--- src/rtl/cdi_pkg.sv ---
// Shared types, constants and month tables for the calendar date pipeline.
// No dependencies; every other file in rtl refers to this package by scoped name.
package cdi_pkg;

  // floor(x / 25) == (x * DIV25_MUL) >> DIV25_SHIFT for every x below 43690
  localparam logic [12:0] DIV25_MUL   = 13'd5243;
  localparam int unsigned DIV25_SHIFT = 17;

  localparam logic [14:0] YEAR_OFFSET = 15'd400;
  localparam logic [8:0]  YEAR_COMMON = 9'd365;
  localparam logic [8:0]  YEAR_LEAP   = 9'd366;
  localparam logic [4:0]  FEB_LEAP    = 5'd29;
  localparam logic [3:0]  MONTH_FEB   = 4'd2;
  localparam logic [2:0]  WDAY_FRI    = 3'd5;
  localparam logic [2:0]  WDAY_SAT    = 3'd6;
  localparam logic [3:0]  MOD7        = 4'd7;

  // Stage 1 -> stage 2
  typedef struct packed {
    logic [4:0]  day;
    logic [3:0]  month;
    logic [13:0] year;
    logic [14:0] yy;      // year shifted for the weekday formula, +400
    logic [12:0] yq4;     // yy / 4
    logic [2:0]  mterm;   // (31 * shifted month / 12) mod 7
  } s1_t;

  // Stage 2 -> stage 3
  typedef struct packed {
    logic [4:0]  day;
    logic [3:0]  month;
    logic [13:0] year;
    logic [14:0] yy;
    logic [12:0] yq4;
    logic [2:0]  mterm;
    logic [7:0]  yq100x;  // yy / 100, taken as yy / 4 / 25
    logic [9:0]  y25;     // year / 25
  } s2_t;

  // Stage 3 -> stage 4
  typedef struct packed {
    logic [4:0]  day;
    logic        leap;
    logic [4:0]  dim;
    logic [8:0]  doy;
    logic [14:0] wsum;    // weekday sum before mod 7
  } s3_t;

  // Stage 4 -> stage 5
  typedef struct packed {
    logic        leap;
    logic [4:0]  dim;
    logic [8:0]  doy;
    logic [4:0]  lim;
    logic [8:0]  liy;
    logic [5:0]  fold;    // octal digit sum of wsum, same residue mod 7
  } s4_t;

  // Days before each month in a common year
  function automatic logic [8:0] cum_days(input logic [3:0] m);
    logic [8:0] r;
    unique case (m)
      4'd0:    r = 9'd0;
      4'd1:    r = 9'd0;
      4'd2:    r = 9'd31;
      4'd3:    r = 9'd59;
      4'd4:    r = 9'd90;
      4'd5:    r = 9'd120;
      4'd6:    r = 9'd151;
      4'd7:    r = 9'd181;
      4'd8:    r = 9'd212;
      4'd9:    r = 9'd243;
      4'd10:   r = 9'd273;
      4'd11:   r = 9'd304;
      4'd12:   r = 9'd334;
      default: r = 9'd365;
    endcase
    return r;
  endfunction

  // Month length in a common year, 0 for codes that are not a month
  function automatic logic [4:0] month_len(input logic [3:0] m);
    logic [4:0] r;
    unique case (m)
      4'd1, 4'd3, 4'd5, 4'd7, 4'd8, 4'd10, 4'd12: r = 5'd31;
      4'd4, 4'd6, 4'd9, 4'd11:                     r = 5'd30;
      4'd2:                                        r = 5'd28;
      default:                                     r = 5'd0;
    endcase
    return r;
  endfunction

  // Month term of the weekday formula, reduced mod 7
  function automatic logic [2:0] month_term(input logic [3:0] m);
    logic [2:0] r;
    unique case (m)
      4'd0:    r = 3'd4;
      4'd1:    r = 3'd0;
      4'd2:    r = 3'd3;
      4'd3:    r = 3'd2;
      4'd4:    r = 3'd5;
      4'd5:    r = 3'd0;
      4'd6:    r = 3'd3;
      4'd7:    r = 3'd5;
      4'd8:    r = 3'd1;
      4'd9:    r = 3'd4;
      4'd10:   r = 3'd6;
      4'd11:   r = 3'd2;
      4'd12:   r = 3'd4;
      4'd13:   r = 3'd0;
      4'd14:   r = 3'd3;
      default: r = 3'd5;
    endcase
    return r;
  endfunction

endpackage

--- src/rtl/cdi_front.sv ---
// Stage 1: input register of the date pipeline; shifts the year and looks up the month term.
// Depends on cdi_pkg.
module cdi_front (
  input  logic              clk_i,
  input  logic              rst_ni,
  input  logic              valid_i,
  output logic              ready_o,
  input  logic [4:0]        day_num_i,
  input  logic [3:0]        month_num_i,
  input  logic [13:0]       year_num_i,
  output logic              valid_o,
  input  logic              ready_i,
  output cdi_pkg::s1_t      data_o
);

  logic         vld_q;
  cdi_pkg::s1_t data_d, data_q;
  logic         early;

  assign ready_o = !vld_q || ready_i;
  assign valid_o = vld_q;
  assign data_o  = data_q;

  always_comb begin
    // January and February count as months of the previous year
    early         = (month_num_i <= cdi_pkg::MONTH_FEB);
    data_d.day    = day_num_i;
    data_d.month  = month_num_i;
    data_d.year   = year_num_i;
    data_d.yy     = {1'b0, year_num_i} + cdi_pkg::YEAR_OFFSET - {14'd0, early};
    data_d.yq4    = data_d.yy[14:2];
    data_d.mterm  = cdi_pkg::month_term(month_num_i);
  end

  always_ff @(posedge clk_i or negedge rst_ni) begin
    if (!rst_ni) begin
      vld_q <= 1'b0;
    end else if (ready_o) begin
      vld_q <= valid_i;
    end
  end

  always_ff @(posedge clk_i) begin
    if (ready_o && valid_i) begin
      data_q <= data_d;
    end
  end

endmodule

--- src/rtl/cdi_divide.sv ---
// Stage 2: divisions by 25 through reciprocal multiplication, for the weekday and leap terms.
// Depends on cdi_pkg.
module cdi_divide (
  input  logic              clk_i,
  input  logic              rst_ni,
  input  logic              valid_i,
  output logic              ready_o,
  input  cdi_pkg::s1_t      data_i,
  output logic              valid_o,
  input  logic              ready_i,
  output cdi_pkg::s2_t      data_o
);

  logic         vld_q;
  cdi_pkg::s2_t data_d, data_q;
  logic [25:0]  prod_w;
  logic [26:0]  prod_y;

  assign ready_o = !vld_q || ready_i;
  assign valid_o = vld_q;
  assign data_o  = data_q;

  always_comb begin
    prod_w        = data_i.yq4 * cdi_pkg::DIV25_MUL;
    prod_y        = {13'd0, data_i.year} * {14'd0, cdi_pkg::DIV25_MUL};
    data_d.day    = data_i.day;
    data_d.month  = data_i.month;
    data_d.year   = data_i.year;
    data_d.yy     = data_i.yy;
    data_d.yq4    = data_i.yq4;
    data_d.mterm  = data_i.mterm;
    data_d.yq100x = prod_w[cdi_pkg::DIV25_SHIFT +: 8];
    data_d.y25    = prod_y[cdi_pkg::DIV25_SHIFT +: 10];
  end

  always_ff @(posedge clk_i or negedge rst_ni) begin
    if (!rst_ni) begin
      vld_q <= 1'b0;
    end else if (ready_o) begin
      vld_q <= valid_i;
    end
  end

  always_ff @(posedge clk_i) begin
    if (ready_o && valid_i) begin
      data_q <= data_d;
    end
  end

endmodule

--- src/rtl/cdi_accum.sv ---
// Stage 3: leap flag, month length, day of year and the weekday sum.
// Depends on cdi_pkg.
module cdi_accum (
  input  logic              clk_i,
  input  logic              rst_ni,
  input  logic              valid_i,
  output logic              ready_o,
  input  cdi_pkg::s2_t      data_i,
  output logic              valid_o,
  input  logic              ready_i,
  output cdi_pkg::s3_t      data_o
);

  logic         vld_q;
  cdi_pkg::s3_t data_d, data_q;
  logic [13:0]  y25x25;
  logic         div4, div100, div400;
  logic [15:0]  sum;

  assign ready_o = !vld_q || ready_i;
  assign valid_o = vld_q;
  assign data_o  = data_q;

  always_comb begin
    y25x25 = {data_i.y25, 4'd0} + {1'b0, data_i.y25, 3'd0} + {4'd0, data_i.y25};
    div4   = (data_i.year[1:0] == 2'd0);
    div100 = div4 && (y25x25 == data_i.year);
    // year / 100 is y25 / 4, so divisible by 400 when its low two bits are clear
    div400 = div100 && (data_i.y25[3:2] == 2'd0);

    data_d.day  = data_i.day;
    data_d.leap = div400 || (div4 && !div100);

    data_d.dim = cdi_pkg::month_len(data_i.month);
    if (data_d.leap && data_i.month == cdi_pkg::MONTH_FEB) begin
      data_d.dim = cdi_pkg::FEB_LEAP;
    end

    data_d.doy = cdi_pkg::cum_days(data_i.month) + {4'd0, data_i.day};
    if (data_d.leap && data_i.month > cdi_pkg::MONTH_FEB) begin
      data_d.doy = data_d.doy + 9'd1;
    end

    // d + yy + yy/4 - yy/100 + yy/400 + month term
    sum = {11'd0, data_i.day} + {1'b0, data_i.yy} + {3'd0, data_i.yq4}
        + {10'd0, data_i.yq100x[7:2]} + {13'd0, data_i.mterm}
        - {8'd0, data_i.yq100x};
    data_d.wsum = sum[14:0];
  end

  always_ff @(posedge clk_i or negedge rst_ni) begin
    if (!rst_ni) begin
      vld_q <= 1'b0;
    end else if (ready_o) begin
      vld_q <= valid_i;
    end
  end

  always_ff @(posedge clk_i) begin
    if (ready_o && valid_i) begin
      data_q <= data_d;
    end
  end

endmodule

--- src/rtl/cdi_remain.sv ---
// Stage 4: days left in month and year, first mod-7 fold of the weekday sum.
// Depends on cdi_pkg.
module cdi_remain (
  input  logic              clk_i,
  input  logic              rst_ni,
  input  logic              valid_i,
  output logic              ready_o,
  input  cdi_pkg::s3_t      data_i,
  output logic              valid_o,
  input  logic              ready_i,
  output cdi_pkg::s4_t      data_o
);

  logic         vld_q;
  cdi_pkg::s4_t data_d, data_q;
  logic [8:0]   ylen;

  assign ready_o = !vld_q || ready_i;
  assign valid_o = vld_q;
  assign data_o  = data_q;

  always_comb begin
    ylen        = data_i.leap ? cdi_pkg::YEAR_LEAP : cdi_pkg::YEAR_COMMON;
    data_d.leap = data_i.leap;
    data_d.dim  = data_i.dim;
    data_d.doy  = data_i.doy;
    data_d.lim  = (data_i.dim > data_i.day) ? data_i.dim - data_i.day : 5'd0;
    data_d.liy  = (ylen > data_i.doy) ? ylen - data_i.doy : 9'd0;
    // 8 is 1 mod 7: summing octal digits keeps the residue
    data_d.fold = {3'd0, data_i.wsum[2:0]}   + {3'd0, data_i.wsum[5:3]}
                + {3'd0, data_i.wsum[8:6]}   + {3'd0, data_i.wsum[11:9]}
                + {3'd0, data_i.wsum[14:12]};
  end

  always_ff @(posedge clk_i or negedge rst_ni) begin
    if (!rst_ni) begin
      vld_q <= 1'b0;
    end else if (ready_o) begin
      vld_q <= valid_i;
    end
  end

  always_ff @(posedge clk_i) begin
    if (ready_o && valid_i) begin
      data_q <= data_d;
    end
  end

endmodule

--- src/rtl/cdi_wday.sv ---
// Stage 5: output register; final mod-7 reduction and the weekday flags.
// Depends on cdi_pkg.
module cdi_wday (
  input  logic              clk_i,
  input  logic              rst_ni,
  input  logic              valid_i,
  output logic              ready_o,
  input  cdi_pkg::s4_t      data_i,
  output logic              valid_o,
  input  logic              ready_i,
  output logic [2:0]        weekday_o,
  output logic              leap_year_o,
  output logic [4:0]        days_in_month_o,
  output logic [8:0]        day_of_year_o,
  output logic [2:0]        left_in_week_o,
  output logic [4:0]        left_in_month_o,
  output logic [8:0]        left_in_year_o,
  output logic              end_of_week_o,
  output logic              weekend_day_o,
  output logic              business_day_o
);

  logic       vld_q;
  logic [3:0] res;
  logic [3:0] wd_full;
  logic [2:0] wd_d;
  logic       wkend_d;

  logic [2:0] wd_q, liw_q;
  logic       leap_q, eow_q, wkend_q, bus_q;
  logic [4:0] dim_q, lim_q;
  logic [8:0] doy_q, liy_q;

  assign ready_o = !vld_q || ready_i;
  assign valid_o = vld_q;

  always_comb begin
    // fold is at most 35, so one more digit sum is at most 11
    res     = {1'b0, data_i.fold[5:3]} + {1'b0, data_i.fold[2:0]};
    wd_full = (res >= cdi_pkg::MOD7) ? res - cdi_pkg::MOD7 : res;
    wd_d    = wd_full[2:0];
    wkend_d = (wd_d == cdi_pkg::WDAY_FRI) || (wd_d == cdi_pkg::WDAY_SAT);
  end

  always_ff @(posedge clk_i or negedge rst_ni) begin
    if (!rst_ni) begin
      vld_q <= 1'b0;
    end else if (ready_o) begin
      vld_q <= valid_i;
    end
  end

  always_ff @(posedge clk_i) begin
    if (ready_o && valid_i) begin
      wd_q    <= wd_d;
      liw_q   <= cdi_pkg::WDAY_SAT - wd_d;
      leap_q  <= data_i.leap;
      dim_q   <= data_i.dim;
      doy_q   <= data_i.doy;
      lim_q   <= data_i.lim;
      liy_q   <= data_i.liy;
      eow_q   <= (wd_d == cdi_pkg::WDAY_SAT);
      wkend_q <= wkend_d;
      bus_q   <= !wkend_d;
    end
  end

  assign weekday_o       = wd_q;
  assign leap_year_o     = leap_q;
  assign days_in_month_o = dim_q;
  assign day_of_year_o   = doy_q;
  assign left_in_week_o  = liw_q;
  assign left_in_month_o = lim_q;
  assign left_in_year_o  = liy_q;
  assign end_of_week_o   = eow_q;
  assign weekend_day_o   = wkend_q;
  assign business_day_o  = bus_q;

endmodule

--- src/rtl/calendar_date_info_top.sv ---
// Calendar date facts: takes one Gregorian date word per cycle, unless held by back-pressure,
// and returns weekday, leap flag, month length, day of year, days left in week/month/year and
// weekend/business-day flags. Five register stages (input, divide-by-25 multipliers, sums,
// remainders, output); a new date is taken every cycle unless back-pressure holds the input.
// Back-pressure on out_ready_i holds every stage in place; bubbles are filled as they reach a
// stage. Depends on cdi_pkg, cdi_front, cdi_divide, cdi_accum, cdi_remain and cdi_wday.
module calendar_date_info_top (
  input  logic        clk_i,
  input  logic        rst_ni,
  input  logic        in_valid_i,
  output logic        in_ready_o,
  input  logic [4:0]  day_num_i,
  input  logic [3:0]  month_num_i,
  input  logic [13:0] year_num_i,
  output logic        out_valid_o,
  input  logic        out_ready_i,
  output logic [2:0]  weekday_o,
  output logic        leap_year_o,
  output logic [4:0]  days_in_month_o,
  output logic [8:0]  day_of_year_o,
  output logic [2:0]  left_in_week_o,
  output logic [4:0]  left_in_month_o,
  output logic [8:0]  left_in_year_o,
  output logic        end_of_week_o,
  output logic        weekend_day_o,
  output logic        business_day_o
);

  cdi_pkg::s1_t s1;
  cdi_pkg::s2_t s2;
  cdi_pkg::s3_t s3;
  cdi_pkg::s4_t s4;
  logic v1, v2, v3, v4;
  logic r2, r3, r4, r5;

  cdi_front u_front (
    .clk_i       (clk_i),
    .rst_ni      (rst_ni),
    .valid_i     (in_valid_i),
    .ready_o     (in_ready_o),
    .day_num_i   (day_num_i),
    .month_num_i (month_num_i),
    .year_num_i  (year_num_i),
    .valid_o     (v1),
    .ready_i     (r2),
    .data_o      (s1)
  );

  cdi_divide u_divide (
    .clk_i   (clk_i),
    .rst_ni  (rst_ni),
    .valid_i (v1),
    .ready_o (r2),
    .data_i  (s1),
    .valid_o (v2),
    .ready_i (r3),
    .data_o  (s2)
  );

  cdi_accum u_accum (
    .clk_i   (clk_i),
    .rst_ni  (rst_ni),
    .valid_i (v2),
    .ready_o (r3),
    .data_i  (s2),
    .valid_o (v3),
    .ready_i (r4),
    .data_o  (s3)
  );

  cdi_remain u_remain (
    .clk_i   (clk_i),
    .rst_ni  (rst_ni),
    .valid_i (v3),
    .ready_o (r4),
    .data_i  (s3),
    .valid_o (v4),
    .ready_i (r5),
    .data_o  (s4)
  );

  cdi_wday u_wday (
    .clk_i           (clk_i),
    .rst_ni          (rst_ni),
    .valid_i         (v4),
    .ready_o         (r5),
    .data_i          (s4),
    .valid_o         (out_valid_o),
    .ready_i         (out_ready_i),
    .weekday_o       (weekday_o),
    .leap_year_o     (leap_year_o),
    .days_in_month_o (days_in_month_o),
    .day_of_year_o   (day_of_year_o),
    .left_in_week_o  (left_in_week_o),
    .left_in_month_o (left_in_month_o),
    .left_in_year_o  (left_in_year_o),
    .end_of_week_o   (end_of_week_o),
    .weekend_day_o   (weekend_day_o),
    .business_day_o  (business_day_o)
  );

endmodule

--- config.mk ---
export PLATFORM = sky130hd
export DESIGN_NAME = calendar_date_info_top
export DESIGN_NICKNAME = d
export VERILOG_FILES = /design/src/rtl/cdi_pkg.sv /design/src/rtl/cdi_front.sv /design/src/rtl/cdi_divide.sv /design/src/rtl/cdi_accum.sv /design/src/rtl/cdi_remain.sv /design/src/rtl/cdi_wday.sv /design/src/rtl/calendar_date_info_top.sv
export SDC_FILE = /design/constraint.sdc
export NUM_CORES = 1
export LEC_CHECK = 0
export ABC_AREA = 1
export ABC_CLOCK_PERIOD_IN_PS = 4600
export BUFFER_PORTS_ARGS = -buffer_cell sky130_fd_sc_hd__buf_2
export CAP_MARGIN = 20
export CORE_MARGIN = 3
export CORE_UTILIZATION = 58
export DETAILED_ROUTE_END_ITERATION = 8
export PLACE_DENSITY = 0.87
export SKIP_LAST_GASP = 1
export SYNTH_ARGS = -nofsm -noshare
export SYNTH_HDL_FRONTEND = slang
export SYNTH_HIERARCHICAL = 1
export SYNTH_SLANG_ARGS = --single-unit
--- constraint.sdc ---
create_clock -name clk_i -period 4.6 [get_ports clk_i]
set_clock_uncertainty 0.1 [all_clocks]
set_input_delay 0.23 -clock clk_i [delete_from_list [all_inputs] [get_ports clk_i]]
set_output_delay 0.23 -clock clk_i [all_outputs]
set_load 0.02 [all_outputs]
Yosys cells after proc, flatten, opt, wreduce, memory -nomap -nowiden
Memories as Yosys holds them, arrays and structs flattened. A register that Yosys moved wholly into a read port is not among the register bits.
Index checks and enable logic that the tools add are counted.
{"block": "op_classes", "reduce_logical": 26, "n_addsub": 20, "bitwise": 0, "n_mux": 4, "n_shift": 0, "order_cmp": 5, "eq_ne": 4, "div": 0, "mul": 2}
{"operator": "multiplier 14 x 13 -> 27 bit (second input constant)", "n": 1}
{"operator": "multiplier 13 x 13 -> 25 bit (second input constant)", "n": 1}
{"operator": "adder 6 x 3 -> 6 bit", "n": 3}
{"operator": "adder 14 x 9 -> 15 bit (second input constant)", "n": 1}
{"operator": "adder 15 x 13 -> 15 bit", "n": 1}
{"operator": "adder 15 x 3 -> 15 bit", "n": 1}
{"operator": "adder 15 x 6 -> 15 bit", "n": 1}
{"operator": "adder 5 x 15 -> 15 bit", "n": 1}
{"operator": "subtractor 15 x 1 -> 15 bit", "n": 1}
{"operator": "subtractor 15 x 8 -> 15 bit", "n": 1}
{"operator": "adder 14 x 10 -> 14 bit", "n": 1}
{"operator": "adder 14 x 13 -> 14 bit", "n": 1}
{"operator": "== test 14 bit", "n": 1}
{"operator": "logical AND 1 bit", "n": 10}
{"operator": "adder 9 x 1 -> 9 bit (second input constant)", "n": 1}
{"operator": "adder 9 x 5 -> 9 bit", "n": 1}
{"operator": "> comparator 9 bit", "n": 1}
{"operator": "two-way mux 9 bit", "n": 1}
{"operator": "subtractor 9 bit", "n": 1}
{"operator": "adder 3 x 3 -> 4 bit", "n": 2}
{"operator": "logical NOT 1 bit", "n": 7}
{"operator": "logical OR 1 bit", "n": 7}
{"operator": "== test 3 bit (second input constant)", "n": 2}
{"operator": "> comparator 5 bit", "n": 1}
{"operator": "11 further kinds", "n": 12}
{"block": "totals", "mem_bits_rw": 0, "inputBits": 27, "rom_bits": 272, "register_bits": 231, "n_memories": 3, "word_cells": 102, "latch_bits": 0, "output_inout_bits": 40}
{"name": "(name not given)", "depth": 16, "width": 9, "read_ports": 1, "rd_ports_with_merged_regs": 1, "wr": 0, "line": "cdi_pkg.sv:62", "source": "unique case (m)"}
{"name": "(name not given)", "depth": 16, "width": 5, "read_ports": 1, "rd_ports_with_merged_regs": 1, "wr": 0, "line": "cdi_pkg.sv:84", "source": "unique case (m)"}
{"name": "(name not given)", "depth": 16, "width": 3, "read_ports": 1, "rd_ports_with_merged_regs": 1, "wr": 0, "line": "cdi_pkg.sv:96", "source": "unique case (m)"}

Longest topological paths before layout
Gate-level depths: netlist (run 1).
{"block": "depth", "ltp_word": 9, "depth_mapped": 23, "depth_no_buf": 23}

Modules after synthesis
The synthesis (run 1) kept the hierarchy.
{"module": "cdi_divide", "cells_per_inst": 976, "instances": 1, "seq_area_each_um2": 2187.1, "area_each_um2": 9494.1}
{"module": "cdi_accum", "cells_per_inst": 568, "instances": 1, "seq_area_each_um2": 1016.0, "area_each_um2": 4496.8}
{"module": "cdi_front", "cells_per_inst": 228, "instances": 1, "seq_area_each_um2": 1256.2, "area_each_um2": 2304.7}
{"module": "cdi_remain", "cells_per_inst": 192, "instances": 1, "seq_area_each_um2": 1076.0, "area_each_um2": 2025.7}
{"module": "cdi_wday", "cells_per_inst": 93, "instances": 1, "seq_area_each_um2": 1136.1, "area_each_um2": 1458.9}

Worst setup path before layout (run 1)
Ideal clock, no wire load.
{"block": "synth_timing", "path_type": "reg2reg", "startpoint": "reg u_wday.vld_q, in the netlist u_wday/valid_o", "endpoint": "reg u_divide.data_q, in the netlist u_divide/data_o[0], enable pin", "t_arrival_ns": 4.304, "slack_ns": -0.329, "path_buffers": 0, "path_stages_with_launch": 8, "setup_ns": 0.526, "required_ns": 3.974, "period_less_slack_ns": 4.929, "path_cell_list": "dfrtp_1 nand2_1 inv_1 nand2_1 inv_1 nand2_1 inv_1 a21oi_1"}
{"block": "synth_between", "elab_chain_cells": 6}
{"element": "from (decl)", "line": "cdi_wday.sv:23", "source": "logic vld_q;"}
{"element": "from (signal assigned)", "line": "cdi_wday.sv:49", "source": "vld_q <= valid_i;"}
{"element": "logical NOT 1 bit", "line": "cdi_wday.sv:34", "source": "assign ready_o = !vld_q || ready_i;"}
{"element": "logical OR 1 bit", "line": "cdi_wday.sv:34"}
{"element": "named net r5", "line": "calendar_date_info_top.sv:34", "source": "logic r2, r3, r4, r5;"}
{"element": "logical OR 1 bit", "line": "cdi_remain.sv:18", "source": "assign ready_o = !vld_q || ready_i;"}
{"element": "named net r4", "line": "calendar_date_info_top.sv:34"}
{"element": "logical OR 1 bit", "line": "cdi_accum.sv:20", "source": "assign ready_o = !vld_q || ready_i;"}
{"element": "named net r3", "line": "calendar_date_info_top.sv:34"}
{"element": "logical OR 1 bit", "line": "cdi_divide.sv:19", "source": "assign ready_o = !vld_q || ready_i;"}
{"element": "logical AND 1 bit", "line": "cdi_divide.sv:45", "source": "if (ready_o && valid_i) begin"}
{"element": "to (signal assigned)", "line": "cdi_divide.sv:46", "source": "data_q <= data_d;"}
{"element": "to (decl)", "line": "cdi_divide.sv:15", "source": "cdi_pkg::s2_t data_d, data_q;"}
The timed path passes the listed nets, and every way through them passes these cells.
A chain may end at the register's enable or synchronous reset.

==> summary.md, run 1 <==
• **setup repair after global routing missed its margin** yes
• **count of state elements after synthesis** 223
• **layout overhead on the synthesized area** 14.5%
• **Peak Freq** 221 MHz
• **MaxCap Viol Count** 0
• **Netlist cell types** 48
• **initial antenna violation count** 0
• **# fillers** 2313
• **Setup crit end kind** register
• **wire length of the first global-routing pass** 71000 um
• **Top FF cell, synth** sky130_fd_sc_hd__edfxtp_1
• **TritonCTS buffer count** 25
• **launching element type of the critical path** register
• **total DRC errors in the routed layout** 0
• **Placed Instance Area** 20800 um2
• **deepest clock path buffer count** 3
• **TritonCTS clock tree** yes
• **Post-synth EDFFs** 218
• **Chip Width** 191 um
• **clock slew at reported path FFs** 60 ps
• **total overflow reported by the global router** 0
• **Worst EP required** 4800 ps
• **vertical extent of the die** 191 um
• **detailed-route via count** 14524
• **count of boundary I/O pins** 67
• **Gate Count Post-Synth** 2057
• **final estimated routing congestion in global placement** 0.925
• **Final setup viols** 0
• **clk_lat worst skew** 540 ps
• **CORE AREA** 33000 um2
• **number of levels in the clock H-tree** 1
• **Die Outline Area** 36400 um2
• **fraction of final layout cells with drive strength greater than 1** 14.5%
• **Max transition margin** 29.2%
• **Non-Filler Cell Area, Final** 22700 um2
• **Top cell by count, worst path** sky130_fd_sc_hd__nand2_1
• **first-pass detailed-route iteration total** 6
• **mean instance size in the synthesized netlist** 9.62 um2
• **Mapped Nets** 2530
• **data arrival time of the critical path** 4710 ps
• **number of endpoints with negative hold slack in the final report** 0
• **transition time at the pin with the least slew margin** 1060 ps
• **initial drt markers** 912
• **Diodes inserted** 0
• **Slowest-stage cell, CP** sky130_fd_sc_hd__fa_1
• **status** completed
• **mean routed wirelength per cell** 16.6 um
• **portion of the post-synthesis area used by sequential elements** 33.7%
• **period utilisation layout** 98.2%
• **final period demand of the worst path** 4520 ps
• **crit path kind** register to register
• **Detailed Place HPWL** 33700 um
• **most frequent standard cell in the layout excluding fill and tap cells** sky130_fd_sc_hd__inv_1
• **Max FO, Critical Path** 5
• **maximum number of pins on one net before global-route repair** 73
• **longest individual stage delay on the worst path** 610 ps
• **fraction of registers with async set/reset** 2.24%
• **vias per cell** 5.40
• **num rows** 66
• **Final nets** 2701
• **pins over their slew limit** 0
• **Sinks on Clock Net** 223
• **port bufs** 66
• **via count of the first global-routing pass** 14937
• **starting density of the core** 59.9%
• **CTS root buffer** sky130_fd_sc_hd__clkbuf_16
• **number of buffers and inverters on the critical path** 3
• **all-layer global routing usage** 24.1%
• **most frequent cells in the layout** sky130_fd_sc_hd__inv_1, sky130_fd_sc_hd__nand2_1, sky130_fd_sc_hd__ha_1, sky130_fd_sc_hd__edfxtp_1, sky130_fd_sc_hd__fa_1
• **Top Family by Delay on Critical Path** adder cells
• **wire length after detailed routing** 44500 um
• **synthesis warning total** 6
• **Synth Cell Area** 19800 um2
• **worst-path cell chain** buf_12, ha_1, fa_1, fa_1, ha_1, inv_1, fa_1, inv_1, ha_1, nand2_1, o21ai_0, nand2_1, nand2_1, nand2_1, nand4_1, nand2_1
• **number of antenna-violating nets in the routed design** 0
• **type of the tightest min-delay check** primary input to register
==> per-layer routing <==
layer	global-route usage, %	wire length [um]	vias up
met3	3.22	2460	116
met2	45.0	23200	489
li1	-	-	6912
met5	0	0	-
met1	29.1	17400	7007
met4	7.20	1420	0
==> flip-flops by register name (all words and copies together) (netlist names) <==
name	count
u_wday/weekday_o	3
u_wday/leap_year_o	1
u_wday/end_of_week_o	1
u_wday/left_in_week_o	2
u_wday/days_in_month_o	5
u_wday/business_day_o	1
u_wday/weekend_day_o	1
u_divide/valid_o	1
u_divide/data_o	72
u_accum/valid_o	1
u_remain/valid_o	1
u_wday/left_in_year_o	9
u_remain/data_o	35
u_wday/day_of_year_o	9
u_wday/left_in_month_o	5
u_wday/valid_o	1
u_front/data_o	41
u_accum/data_o	33
u_front/valid_o	1
==> stage by stage <==
step	setup TNS, ps	util (%)	setup WS [ps]	hold slack [ps]	std cells
6_report	0	68.6	83.4	310	2688
5_1_grt	-753	68.6	-81.1	317	2688
4_1_cts	0	66.4	22.0	295	2655
3_5_place_dp	-88.0	63.1	-68.3	-46.9	2580
3_3_place_gp	0	63.1	11.9	-54.3	2580
2_1_floorplan	0	-	269	-166	2057
==> path summary, 6_finish.rpt <==
| kind | from | to | slack [ps] | cells after the start |
|---|---|---|---|---|
| hold / removal | day_num_i[0] | u_front/data_o[49]$_DFFE_PP_ | 310 | 2 |
| min in group asynchronous | rst_ni | u_accum/valid_o$_DFFE_PN0N_ | 500 | 3 |
| max in group asynchronous | rst_ni | u_divide/valid_o$_DFFE_PN0N_ | 3700 | 3 |
| setup reg to reg | u_front/data_o[26]$_DFFE_PP_ | u_divide/data_o[15]$_DFFE_PP_ | 80 | 16 |
| hold reg to reg | u_remain/data_o[28]$_DFFE_PP_ | u_wday/day_of_year_o[8]$_DFFE_PP_ | 320 | 0 |
| setup / recovery | u_front/data_o[26]$_DFFE_PP_ | u_divide/data_o[15]$_DFFE_PP_ | 80 | 16 |
==> layout make-up <==
| class | instances | area (um2) | area share [%] |
|---|---|---|---|
| clock buffer | 29 | 641 | 2.83 |
| clock inverter | 16 | 153 | 0.674 |
| inverter | 473 | 1780 | 7.84 |
| multi-input combinational | 1342 | 11700 | 51.5 |
| sequential | 223 | 6670 | 29.5 |
| tap | 442 | 553 | 2.44 |
| timing repair buffer | 163 | 1180 | 5.22 |
==> worst reg2reg max path, cell delays in order, from the launching register on <==
cell                       delay (ps)
sky130_fd_sc_hd__edfxtp_1         530
sky130_fd_sc_hd__buf_12           200
sky130_fd_sc_hd__ha_1             320
sky130_fd_sc_hd__fa_1             610
sky130_fd_sc_hd__fa_1             440
sky130_fd_sc_hd__ha_1             300
sky130_fd_sc_hd__inv_1             60
sky130_fd_sc_hd__fa_1             530
sky130_fd_sc_hd__inv_1             40
sky130_fd_sc_hd__ha_1             320
sky130_fd_sc_hd__nand2_1          120
sky130_fd_sc_hd__o21ai_0          300
sky130_fd_sc_hd__nand2_1          120
sky130_fd_sc_hd__nand2_1           80
sky130_fd_sc_hd__nand2_1           70
sky130_fd_sc_hd__nand4_1           80
sky130_fd_sc_hd__nand2_1           60
==> cells by family (layout without fill, tap and decap cells) <==
group | after synthesis | in the layout | synth area share, %
flip-flops | 223 | 223 | 33.7
AND/OR/NAND/NOR | 702 | 702 | 15.8
buffers and inverters | 492 | 681 | 9.70
AO/OA/AOI/OAI | 147 | 147 | 4.36
adder cells (fa/ha/maj) | 446 | 446 | 34.3
XOR/XNOR | 47 | 47 | 2.08
==> synthesized netlist by cell type, types with 7 or more instances <==
library cell / instances / share of area [%]
sky130_fd_sc_hd__o21ai_0: 26 / 0.66
sky130_fd_sc_hd__buf_4: 17 / 0.65
sky130_fd_sc_hd__nor2_1: 118 / 2.2
sky130_fd_sc_hd__edfxtp_1: 218 / 33
sky130_fd_sc_hd__nand4_1: 25 / 0.79
sky130_fd_sc_hd__ha_1: 285 / 18
sky130_fd_sc_hd__inv_2: 17 / 0.32
sky130_fd_sc_hd__nand3b_1: 10 / 0.38
sky130_fd_sc_hd__nor3_1: 7 / 0.18
sky130_fd_sc_hd__fa_1: 161 / 16
sky130_fd_sc_hd__xor2_1: 25 / 1.1
sky130_fd_sc_hd__inv_1: 454 / 8.6
sky130_fd_sc_hd__nand2_1: 383 / 7.3
sky130_fd_sc_hd__nand3_1: 100 / 2.5
sky130_fd_sc_hd__a21oi_1: 79 / 2.0
sky130_fd_sc_hd__xnor2_1: 22 / 0.97
sky130_fd_sc_hd__nand2_2: 27 / 0.85
sky130_fd_sc_hd__nor2_2: 7 / 0.22
sky130_fd_sc_hd__nand3_2: 7 / 0.35
sky130_fd_sc_hd__o21bai_1: 13 / 0.49
==> repair_timing <==
action,4_1_cts,5_1_grt
hold endpoints to repair,34,0
pin swaps,0,44
endpoints found under the setup margin,5,18
hold buffers,27,0
gates resized for setup,3,90
setup buffers,3,31
Power of run 1 is left out: the tool's default activity adds up to more than one toggle a clock period on the data nets, which glitch-free logic cannot reach.
==> inputs of run 2 (changes only) <==
--- a/config.mk
+++ b/config.mk
@@ -13,6 +13,7 @@
 export CORE_UTILIZATION = 58
 export DETAILED_ROUTE_END_ITERATION = 8
 export PLACE_DENSITY = 0.87
+export RECOVER_POWER = 50
 export SKIP_LAST_GASP = 1
 export SYNTH_ARGS = -nofsm -noshare
 export SYNTH_HDL_FRONTEND = slang
==> summary.md, run 2 (same netlist as run 1, synthesis figures left out) <==
• **total overflow reported by the global router** 0, unchanged
• **worst-path cell chain** buf_12, ha_1, fa_1, fa_1, ha_1, inv_1, fa_1, inv_1, ha_1, nand2_1, o21ai_0, nand2_1, nand2_1, nand2_1, nand4_1, nand2_1
• **longest individual stage delay on the worst path** 610 ps, about the same
• **post-route setup slack** 78.4 ps, -4.98 ps
• **layout overhead on the synthesized area** 14.4%
• **port bufs** 66, unchanged
• **Max transition margin** 29.3%, +0.13 points
• **vertical extent of the die** 191 um, unchanged
• **crit path kind** register to register
• **period utilisation layout** 98.3%, +0.11 points
• **worst flop-to-flop path startpoint** u_front/data_o[26]$_DFFE_PP_
• **worst setup timing slack at the placement stage** -68.3 ps, unchanged
• **starting density of the core** 59.9%, unchanged
• **final estimated routing congestion in global placement** 0.925, unchanged
• **Top cell by count, worst path** sky130_fd_sc_hd__nand2_1
• **initial antenna violation count** 0, unchanged
• **Diodes inserted** 0, unchanged
• **register-to-register setup slack** 80 ps, about the same
• **maximum number of pins on one net before global-route repair** 73, unchanged
• **max reg flops** 72, unchanged
• **Worst EP required** 4800 ps, about the same
• **TritonCTS clock tree** yes
• **MaxCap Viol Count** 0, unchanged
• **# fillers** 2325, +0.52%
• **Die Outline Area** 36400 um2, unchanged
• **Worst Hold Launch** day_num_i[0]
• **most frequent standard cell in the layout excluding fill and tap cells** sky130_fd_sc_hd__inv_1
• **data arrival time of the critical path** 4720 ps, about the same
• **combined area of the multi-input logic cells** 11700 um2, unchanged
• **Sinks on Clock Net** 223, unchanged
• **fraction of final layout cells with drive strength greater than 1** 13.6%, -0.93 points
• **Max FO, Critical Path** 5, unchanged
• **number of antenna-violating nets in the routed design** 0, unchanged
• **total DRC errors in the routed layout** 0, unchanged
• **TritonCTS buffer count** 25, unchanged
• **wire length after detailed routing** 44600 um, +0.14%
• **reg2reg end** u_divide/data_o[15]$_DFFE_PP_
• **post-layout instance count excluding filler cells** 2688, unchanged
• **Setup crit end kind** register
• **type of the tightest min-delay check** primary input to register
• **wire length of the first global-routing pass** 71000 um, unchanged
• **detailed-route via count** 14519, -0.034%
• **number of endpoints with negative hold slack in the final report** 0, unchanged
• **most frequent cells in the layout** sky130_fd_sc_hd__inv_1, sky130_fd_sc_hd__nand2_1, sky130_fd_sc_hd__ha_1, sky130_fd_sc_hd__edfxtp_1, sky130_fd_sc_hd__fa_1
• **mean routed wirelength per cell** 16.6 um, +0.14%
• **CTS root buffer** sky130_fd_sc_hd__clkbuf_16
• **num rows** 66, unchanged
• **Peak Freq** 221 MHz, -0.11%
• **launching element type of the critical path** register
• **clk_lat worst skew** 540 ps, about the same
• **Top Family by Delay on Critical Path** adder cells
• **deepest clock path buffer count** 3, unchanged
• **Slowest-stage cell, CP** sky130_fd_sc_hd__fa_1
• **Chip Width** 191 um, unchanged
• **register area** 6670 um2, unchanged
• **vias per cell** 5.40, about the same
• **transition time at the pin with the least slew margin** 1060 ps, -1.98 ps
• **setup repair after global routing missed its margin** yes
• **Detailed Place HPWL** 33700 um, unchanged
• **number of levels in the clock H-tree** 1, unchanged
• **clock slew at reported path FFs** 60 ps, about the same
• **Final setup viols** 0, unchanged
• **CORE AREA** 33000 um2, unchanged
• **number of buffers and inverters on the critical path** 3, unchanged
• **pins over their slew limit** 0, unchanged
• **via count of the first global-routing pass** 14937, unchanged
• **number of placed instances with taps included** 2580, unchanged
• **hold path endpoint** u_front/data_o[49]$_DFFE_PP_
• **all-layer global routing usage** 24.1%, unchanged
• **initial drt markers** 897, -1.6%
• **count of boundary I/O pins** 67, unchanged
• **final period demand of the worst path** 4520 ps, +4.98 ps
• **first-pass detailed-route iteration total** 6, unchanged
• **number of cells traversed by the worst register-to-register path** 16, unchanged
• **Final nets** 2701, unchanged
• **status** completed
• **number of cells traversed by the worst hold path** 2, unchanged
==> run 2: cell count changes in the layout (fill, tap and decap cells not counted), sizes merged <==
cell and delta:
clkbuf +21, buf -21
==> run 2: per-stage QoR <==
step	TNS [ps]	instance area, um2	hold WS [ps]	util, %
after CTS	0	21900	295	66.4
after global routing	-753	22600	317	68.5
after floorplan	0	19800	-166	-
after detailed placement	-88.0	20800	-46.9	63.1
after global placement	0	20800	-54.3	63.1
final	0	22600	310	68.5
==> run 2: layer usage <==
metal / vias up / share of wire [%] / track usage, %
li1: 6916 / - / -
met1: 7026 / 39 / 29.1
met2: 459 / 52 / 45.0
met3: 118 / 5.3 / 3.22
met4: 0 / 3.1 / 7.20
met5: - / 0 / 0
==> run 2: how the worst max path moves through the flow <==
stage | start | endpoint | cells past startpoint
after detailed placement | u_front/data_o[42]$_DFFE_PP_ | u_divide/data_o[4]$_DFFE_PP_ | 17
after CTS | u_front/data_o[27]$_DFFE_PP_ | u_divide/data_o[12]$_DFFE_PP_ | 15
after global routing | u_front/data_o[38]$_DFFE_PP_ | u_divide/data_o[9]$_DFFE_PP_ | 16
after global placement | u_front/data_o[42]$_DFFE_PP_ | u_divide/data_o[1]$_DFFE_PP_ | 14
final | u_front/data_o[26]$_DFFE_PP_ | u_divide/data_o[15]$_DFFE_PP_ | 16
after floorplan | u_front/data_o[28]$_DFFE_PP_ | u_divide/data_o[13]$_DFFE_PP_ | 17
==> run 2: cell type report <==
type / count / share of cell area (%)
Timing Repair Buffer: 163 / 5.11
Inverter: 473 / 7.85
Sequential cell: 223 / 29.5
Clock buffer: 29 / 2.83
Tap cell: 442 / 2.44
Multi-Input combinational cell: 1342 / 51.6
Clock inverter: 16 / 0.675
==> run 2: repair_timing <==
action / CTS / global route
setup buffers: 3 / 31
gates resized for setup: 3 / 90
endpoints found under the setup margin: 5 / 18
hold buffers: 27 / 0
hold endpoints to repair: 34 / 0
pin swaps: 0 / 44
Power of run 2 is left out for the same reason.
